### config.mk
export PLATFORM = sky130hd
export DESIGN_NAME = srdp_sat_counter
export DESIGN_NICKNAME = d
export VERILOG_FILES = /design/src/design/srdp_pkg.sv /design/src/design/srdp_sat_counter.sv
export SDC_FILE = /design/constraint.sdc
export NUM_CORES = 1
export LEC_CHECK = 0
export ABC_AREA = 1
export ABC_CLOCK_PERIOD_IN_PS = 2400
export BUFFER_PORTS_ARGS = -buffer_cell sky130_fd_sc_hd__buf_2
export CORE_AREA = 2 2 81 83
export CTS_CLUSTER_DIAMETER = 150
export DETAILED_ROUTE_END_ITERATION = 8
export DIE_AREA = 0 0 83 85
export PLACE_DENSITY_LB_ADDON = 0.3
export SLEW_MARGIN = 20
export SYNTH_ARGS = -nofsm -noshare
export SYNTH_HDL_FRONTEND = slang
export SYNTH_SLANG_ARGS = --single-unit
### constraint.sdc
create_clock -name clk -period 2.4 [get_ports clk]
set_clock_uncertainty 0.15 [all_clocks]
set_input_delay 0.48 -clock clk [delete_from_list [all_inputs] [get_ports clk]]
set_output_delay 0.48 -clock clk [all_outputs]
set_load 0.1 [all_outputs]
### src/design/srdp_pkg.sv
// Package for the set reuse distance profiler: sizes, modes, states, types.
// No dependencies.
package srdp_pkg;

	localparam int Cores      = 4;
	localparam int MaxSets    = 64;
	localparam int StackDepth = 64;
	localparam int CoreW      = $clog2(Cores);
	localparam int SetW       = $clog2(MaxSets);
	localparam int PosW       = $clog2(StackDepth);
	localparam int FillW      = PosW + 1;
	localparam int StackW     = CoreW + SetW;
	localparam int MemAw      = StackW + PosW;
	localparam int CntW       = 48;
	localparam logic [CntW-1:0] CntMax = '1;

	typedef enum logic [1:0] {
		MODE_DEMAND   = 2'd0,
		MODE_PREFETCH = 2'd1,
		MODE_CLEAR    = 2'd2,
		MODE_UNUSED   = 2'd3
	} mode_t;

	typedef enum logic [1:0] {
		CLS_SHORT = 2'd0,
		CLS_MID   = 2'd1,
		CLS_LONG  = 2'd2,
		CLS_NONE  = 2'd3
	} cls_t;

	localparam logic [1:0] REG_NUM_SET     = 2'd0;
	localparam logic [1:0] REG_SHORT_LIMIT = 2'd1;
	localparam logic [1:0] REG_MID_LIMIT   = 2'd2;
	localparam logic [1:0] REG_LINE_SHIFT  = 2'd3;

	typedef enum logic [3:0] {
		ST_IDLE, ST_SHIFT, ST_MOD, ST_FILL, ST_FRD, ST_RD, ST_CMP,
		ST_MVRD, ST_MVWR, ST_TOP, ST_CLS, ST_OUT
	} state_t;

	typedef struct packed {
		logic        ignored;
		logic        is_cold;
		logic [5:0]  distance;
		logic [1:0]  distance_class;
		logic [CntW-1:0] short_total;
		logic [CntW-1:0] mid_total;
		logic [CntW-1:0] long_total;
		logic [CntW-1:0] cold_total;
		logic [CntW-1:0] access_total;
	} result_t;

	typedef struct packed {
		logic [1:0]  mode;
		logic [1:0]  cpu;
		logic [63:0] address;
	} access_t;

endpackage

### src/design/srdp_sat_counter.sv
// Saturating 48-bit event counter with synchronous clear.
// Depends on srdp_pkg.
module srdp_sat_counter (
	input  logic clk,
	input  logic arst_n,
	input  logic clr,
	input  logic inc,
	output logic [srdp_pkg::CntW-1:0] count
);
	import srdp_pkg::*;
	logic [CntW-1:0] count_q;
	always_ff @(posedge clk or negedge arst_n) begin
		if (!arst_n) count_q <= '0;
		else if (clr) count_q <= '0;
		else if (inc && count_q != CntMax) count_q <= count_q + 1'b1;
	end
	assign count = count_q;
endmodule

# Yosys cells after proc, flatten, opt, wreduce, memory -nomap -nowiden
# Index checks and enable logic that the tools add are counted.
classes:
  n_addsub: 1
  eq_ne: 1
  n_mux: 2
  n_reduce_logical: 2
op_table:
  columns: ["operator", "n"]
  rows:
  - ["48-bit two-way mux", 2]
  - ["48-bit by 1-bit adder with 48-bit output (second input constant)", 1]
  - ["48-bit != test (second input constant)", 1]
  - ["2-bit nonzero test", 1]
  - ["1-bit logical AND", 1]
totals:
  register_bits: 48
  output_inout_bits: 48
  elab_cells: 7

# Logic depth before layout (Yosys ltp)
# Gate-level depths: netlist of run 1.
logic_depth:
  depth_word: 4
  ltp_mapped: 12

# Worst setup path after synthesis of run 1
# OpenSTA, ideal clock, no wires.
synth_path:
  kind: "reg2reg"
  startpoint: "register count_q[1], in the netlist count[1]"
  endpoint: "register count_q[22], in the netlist count[22]"
  setup_ps: 120
  arrival_time_ps: 2424
  t_required_ps: 2130
  setup_slack_ps: -294
  stages_incl_launch_ff: 13
  synth_period_minus_slack_ps: 2694
  cell_sequence: "dfrtp_1 ha_1 nand2_2 nor2_4 nand2_2 nor2_8 nand3_2 nand2_2 nand2_2 buf_6 buf_6 nand3_1 nand2_1"
synth_via:
  elab_chain_len: 3
  word_cells_on_any_way: 6
  cone_classes: "add/sub (1); eq/ne (1); mux (2); reduce/logical (2)"
synth_rtl:
  columns: ["element", "line", "rtl"]
  rows:
  - ["from (decl)", "srdp_sat_counter.sv:11", "logic [CntW-1:0] count_q;"]
  - ["from (signal assigned)", "srdp_sat_counter.sv:15", "else if (inc && count_q != CntMax) count_q <= count_q + 1'b1;"]
  - ["48-bit by 1-bit adder with 48-bit output or 48-bit != test (tied branches)", "srdp_sat_counter.sv:15", null]
  - ["48-bit two-way mux or 1-bit logical AND (tied branches)", "srdp_sat_counter.sv:15", null]
  - ["48-bit two-way mux or 2-bit nonzero test (tied branches)", null, null]
# Parallel ways exist; a longest one is shown, timed or not. The select of a mux whose other input is x is not followed.
# A chain may end at the register's enable or synchronous reset.

# Final worst setup path of run 1
layout_path:
  startpoint: "register count_q[0], in the netlist count[0]"
  endpoint: "register count_q[26], in the netlist count[26]"
# Same word-level chain as after synthesis.

==> impl_metrics.tcl, run 1 <==
set metrics [dict create \
    overflow 0 \
    final.min_clock_period_ns 2.22 \
    grt_pass1_vias 3381 \
    route.final.wire_length_um 9880 \
    seqCellArea_mm2 0.00123 \
    hold_viol 0 \
    power.switching_uw 392 \
    synthArstFlopShare 1.00 \
    cts_root_buf "clkbuf_8" \
    synth_edf_count 0 \
    setup-violations-final 0 \
    ys.flop_type "dfrtp_1" \
    cp-end-kind "flop" \
    cts_buffers 5 \
    ys_seq_area_frac 0.348 \
    swShare 0.269 \
    clkLatencyLatePin_ns 0.32 \
    clk_pin_slew_ns 0.10 \
    utilization 0.641 \
    finalSetupTns_ns 0 \
    place_congestion 0.932 \
    die_w_um 83 \
    coreArea_mm2 0.00620 \
    die-area_mm2 0.00706 \
    synth-seq-cells 48 \
    hpwlAfterDp_um 7420 \
    portBuffers 51 \
    cap_violations 0 \
    rrSetupSlack_ns 0.18 \
    synth_warnings 0 \
    fillCellCount 569 \
    nNetsFinal 622 \
    drive_above_1_share 0.181 \
    arrival_ns 2.31 \
    num_io_pins 52 \
    post_cts_buffers 0 \
    route.vias.total 3795 \
    max_freq_mhz 451 \
    critical_path_class "flop to flop" \
    cp_num_cells 10 \
    holdCritPathClass "input port to asynchronous set/reset pin" \
    syn_area_mm2 0.00345 \
    max_slew_margin 0.477 \
    cts_resized 0 \
    viasPerCell 5.46 \
    critPathLaunchType "flop" \
    internal-power_mw 1.07 \
    cts_hold_buf 0 \
    r2r_start "count[0]" \
    synthesis.nets 562 \
    antenna_cells 0 \
    critPathLaunch "count[0]" \
    total_leakage_power_nw 1.93 \
    yosysTopAreaCellShare 0.348 \
    grt_pass1_wl_um 16300 \
    syn_avg_cell_area_um2 6.20 \
    worst_pin_slew_ns 0.784 \
    seqPwrFrac 0.558 \
    powerDensity_mw_per_mm2 367 \
    yosys-top-cells-count "219 x nand2_1, 94 x nor2_1, 52 x inv_1" \
    crit_path_max_fanout 23 \
    path_cells "ha_1 -> nand2_2 -> nor2_4 -> nand2_2 -> nor2_8 -> nand3_2 -> nand2_2 -> inv_1 -> nand4_1 -> nand2_1" \
    post_drt_wl_per_cell_um 14.2 \
    p_clk_frac 0.367 \
    synth_most_common_cell "nand2_1" \
    detail-route-antenna-nets 0 \
    cts_tree "yes" \
    cp.required_ns 2.49 \
    multi_input_area_mm2 0.00197 \
    finalMaxSlewViolations 0 \
    r2r_cells 10 \
    fin_crit_sh 0.923 \
    fin_hold_ws_ns 0.00709 \
    initial_core_util 0.556 \
    synth_cell_types 24 \
    drc 0 \
    slowest_stage "inv_1" \
    dr.first_iter.drc_count 261 \
    combPwrFrac 0.075 \
    cpPeakStageDelay_ns 0.57 \
    clock_path_buffers 2 \
    netlist_instances 557 \
    critPathTopFamily "simple AND/OR/NAND/NOR gates" \
    ctsHtreeMaxLevel 2 \
    rows 29 \
    cp_common_cell "nand2_2" \
    grt_max_degree 27 \
    yosys.area.top_type "dfrtp_1" \
    cts.sinks 48 \
    ir_drop_mv 0.269 \
    largest_reg_flops 48 \
    syn_to_final_growth_pct 15.2 \
    first_pass_iters 6 \
    rsz0062_at_grt "no" \
    dieHeight_um 85 \
    critPathBufInv 1 \
    status "complete, no violations" \
    ys_top_cells_by_area "dfrtp_1 35%, nand2_1 24%, nor2_1 10%" \
    antenna_found_initial 0 \
    track_usage 0.287 \
]
[power by group through the flow]
stage | combinational [mW] | clock [mW] | sequential, mW
after floorplan | 0.0460 | 0 | 0.852
after global placement | 0.109 | 0 | 0.830
after detailed placement | 0.109 | 0 | 0.831
after CTS | 0.109 | 0.545 | 0.815
after global routing | 0.118 | 0.580 | 0.816
final | 0.109 | 0.536 | 0.815
[cells in the final DEF (no fill, tap or decap)]
cell / Yosys / final
nand2_1: 219 / 219
nor2_1: 94 / 94
inv_1: 52 / 52
buf_2: 3 / 51
nand3_1: 45 / 45
dfrtp_1: 48 / 27
nand4_1: 22 / 22
dfrtp_2: 0 / 21
buf_4: 3 / 15
a21oi_1: 13 / 13
xor2_1: 12 / 12
o21ai_0: 10 / 10
o21ai_1: 6 / 6
clkbuf_8: 0 / 6
nor2_2: 4 / 4
nand2_2: 4 / 4
nand3_2: 4 / 4
nor2_4: 2 / 2
nor3_1: 2 / 2
xnor2_1: 2 / 2
nor2_8: 1 / 1
inv_2: 1 / 1
a21o_1: 1 / 1
ha_1: 1 / 1
clkinv_2: 0 / 1
inv_6: 0 / 1
buf_12: 0 / 1
[final cells by class]
| type | count | area share |
|---|---|---|
| Tap cell | 77 | 0.0242 |
| Clock inverter | 2 | 0.00346 |
| Multi-Input combinational cell | 442 | 0.495 |
| Inverter | 53 | 0.0500 |
| Sequential cell | 48 | 0.309 |
| Clock buffer | 6 | 0.0208 |
| Timing Repair Buffer | 67 | 0.0976 |
[worst paths after layout]
| kind | to |
|---|---|
| max in group asynchronous | count[40] |
| worst min register to register | count[9] |
| min in group clk | count[9] |
| worst max register to register | count[26] |
| worst min-delay path | count[7] |
| worst max-delay path | count[26] |
[per-stage QoR]
step                setup slack [ns]  std cells  cell area [um^2]  power [mW]
floorplan                    0.00733        557              3480       0.898
global placement               0.296        687              3880       0.939
detailed placement             0.241        687              3880       0.940
CTS                            0.205        695              3980        1.47
global route                  0.0118        695              3980        1.51
finish                         0.184        695              3980        1.46
[logic make-up (layout without fill, tap and decap cells)]
kind of cell             after synthesis  count (layout)  share of synthesized area
AO/OA/AOI/OAI                         30              30                     0.0442
XOR/XNOR                              14              14                     0.0355
adder cells (fa/ha/maj)                1               1                    0.00363
buffers and inverters                 67             128                     0.0816
flip-flops                            48              48                      0.348
AND/OR/NAND/NOR                      397             397                      0.487
[worst register-to-register path, cell delays in order (launching register included)]
cell	delay, ns
dfrtp_2	0.44
ha_1	0.24
nand2_2	0.09
nor2_4	0.05
nand2_2	0.13
nor2_8	0.06
nand3_2	0.07
nand2_2	0.06
inv_1	0.57
nand4_1	0.17
nand2_1	0.11
[layer usage]
metal | up-vias | routed length, um | global-route usage
met3 | 28 | 827 | 0.0506
met4 | 0 | 255 | 0.104
li1 | 1872 | - | -
met5 | - | 0 | 0
met1 | 1715 | 4240 | 0.382
met2 | 180 | 4550 | 0.471
No activity file was read; power rests on OpenSTA's default activity.
==> run 2, diff against run 1 <==
==> constraint.sdc (replaced) <==
create_clock -name clk -period 2.4 [get_ports clk]
set_clock_uncertainty 0.15 [all_clocks]
set_input_delay 0.36 -clock clk [delete_from_list [all_inputs] [get_ports clk]]
set_output_delay 0.36 -clock clk [all_outputs]
set_load 0.1 [all_outputs]
==> run 2 against run 1 <==
  * Sequential power about the same
  * Non-clock buffer count shrank 1
  * Wire length is 2.3% higher
  * First-iteration DRC count rose by 46%
  * Hold slack gained 0.38 ns
  * Critical path depth stayed put
  * Die area is the same
  * Cell count fell by 0.14%
  * Sequential share of layout area hardly changed
  * Power grew 4.3%
  * Largest power group unchanged
==> impl_metrics.tcl, run 2 (synthesis gave the netlist of run 1 again) <==
set metrics [dict create \
    final_common_cell "nand2_1" \
    die_w_um 83 \
    worst_slack_ns 0.141 \
    grt_pass1_vias 3559 \
    hold_viol 0 \
    critPathBufInv 1 \
    arrival_ns 2.31 \
    detail-route-antenna-nets 0 \
    max_freq_mhz 443 \
    portBuffers 51 \
    holdCritPathClass "flop to flop" \
    ctsHtreeMaxLevel 2 \
    rows 29 \
    cpPeakStageDelay_ns 0.40 \
    cp_common_cell "nand2_2" \
    place_congestion 0.928 \
    min-delay-start "count[1]" \
    total_power_mw 1.52 \
    final.min_clock_period_ns 2.26 \
    total_leakage_power_nw 1.93 \
    cts_tree "yes" \
    antenna_found_initial 0 \
    cts.sinks 48 \
    rsz0062_at_grt "yes" \
    grt_max_degree 26 \
    ir_drop_mv 0.253 \
    grt_pass1_wl_um 17100 \
    initial_core_util 0.556 \
    regToRegEndpoint "count[38]" \
    critPathLaunchType "flop" \
    finalNonFillerCells 694 \
    max_slew_margin 0.457 \
    fin_crit_sh 0.941 \
    postPlaceCellArea_mm2 0.00386 \
    cp.required_ns 2.45 \
    cp-end-kind "flop" \
    largest_reg_flops 48 \
    rrSetupSlack_ns 0.14 \
    cts_buffers 5 \
    drc 0 \
    dp.cells 685 \
    cap_violations 0 \
    worst_pin_slew_ns 0.814 \
    clock_path_buffers 2 \
    syn_to_final_growth_pct 15.4 \
    first_pass_iters 5 \
    min_to "count[1]" \
    post_cts_buffers 0 \
    track_usage 0.300 \
    clk_pin_slew_ns 0.09 \
    path_cells "ha_1 -> nand2_2 -> nor2_4 -> nand2_2 -> nor2_8 -> nand3_2 -> nand2_2 -> inv_1 -> nand3_1 -> nand2_1" \
    clkLatencyLatePin_ns 0.31 \
    num_io_pins 52 \
    status "complete, no violations" \
    final_cell_mix "219 x nand2_1, 94 x nor2_1, 52 x inv_1" \
    viasPerCell 5.49 \
    r2r_start "count[1]" \
    slowest_stage "dfrtp_2" \
    setup-violations-final 0 \
    whs_path_depth 2 \
    crit_path_max_fanout 23 \
    dieHeight_um 85 \
    finalMaxSlewViolations 0 \
    cts_root_buf "clkbuf_8" \
    hpwlAfterDp_um 7460 \
    coreArea_mm2 0.00620 \
    multi_input_area_mm2 0.00197 \
    critical_path_class "flop to flop" \
    die-area_mm2 0.00706 \
    fillCellCount 606 \
    nNetsFinal 621 \
    drive_above_1_share 0.177 \
    pre_cts_slack_ns 0.172 \
    post_drt_wl_per_cell_um 14.6 \
    route.final.wire_length_um 10100 \
    r2r_cells 10 \
    powerDensity_mw_per_mm2 383 \
    dr.first_iter.drc_count 382 \
    critPathTopFamily "simple AND/OR/NAND/NOR gates" \
    seqCellArea_mm2 0.00123 \
    fin_hold_ws_ns 0.386 \
    overflow 0 \
    final_cell_area_mm2 0.00398 \
    antenna_cells 0 \
    route.vias.total 3808 \
]
-- run 2: how the worst max path moves through the flow --
stage / from / end / cells after the start
after floorplan: count[12] / count[35] / 11
after global placement: count[1] / count[37] / 10
after detailed placement: count[1] / count[37] / 10
after CTS: count[1] / count[37] / 10
after global routing: count[0] / count[26] / 10
final: count[1] / count[38] / 10
-- run 2: worst min-delay path, stage by stage, from the launching register on --
cell	delay [ns]
dfrtp_2	0.40
nand2_1	0.06
nand2_1	0.05
-- run 2: final cells by class --
class / count / share of cell area
repair buffers: 66 / 0.0962
clock inverters: 2 / 0.00880
inverters: 53 / 0.0500
flip-flops and latches: 48 / 0.308
clock buffers: 6 / 0.0182
well taps: 77 / 0.0242
multi-input cells: 442 / 0.494
-- run 2: power breakdown --
| group | leakage [nW] | internal (mW) | switching [mW] |
|---|---|---|---|
| Combinational | 1.24 | 0.0203 | 0.0888 |
| Clock | 0.0552 | 0.310 | 0.290 |
| Sequential | 0.635 | 0.811 | 0.00332 |
| Total | 1.93 | 1.14 | 0.382 |
-- run 2: metrics by stage --
stage,TNS [ns],util
after floorplan,0,-
after global placement,0,0.623
after detailed placement,0,0.623
after CTS,0,0.642
after global routing,-0.143,0.642
final,0,0.642
-- run 2: layer usage --
metal	global-route usage	up-vias	share of wire
met3	0.0438	27	0.079
met1	0.411	1732	0.43
li1	-	1871	-
met5	0	-	0
met4	0.131	0	0.027
met2	0.478	178	0.47
-- run 2: what timing repair did --
item,CTS,global route
setup endpoints to repair,0,5
hold endpoints to repair,23,0
resized for setup,0,0
hold buffers,1,0
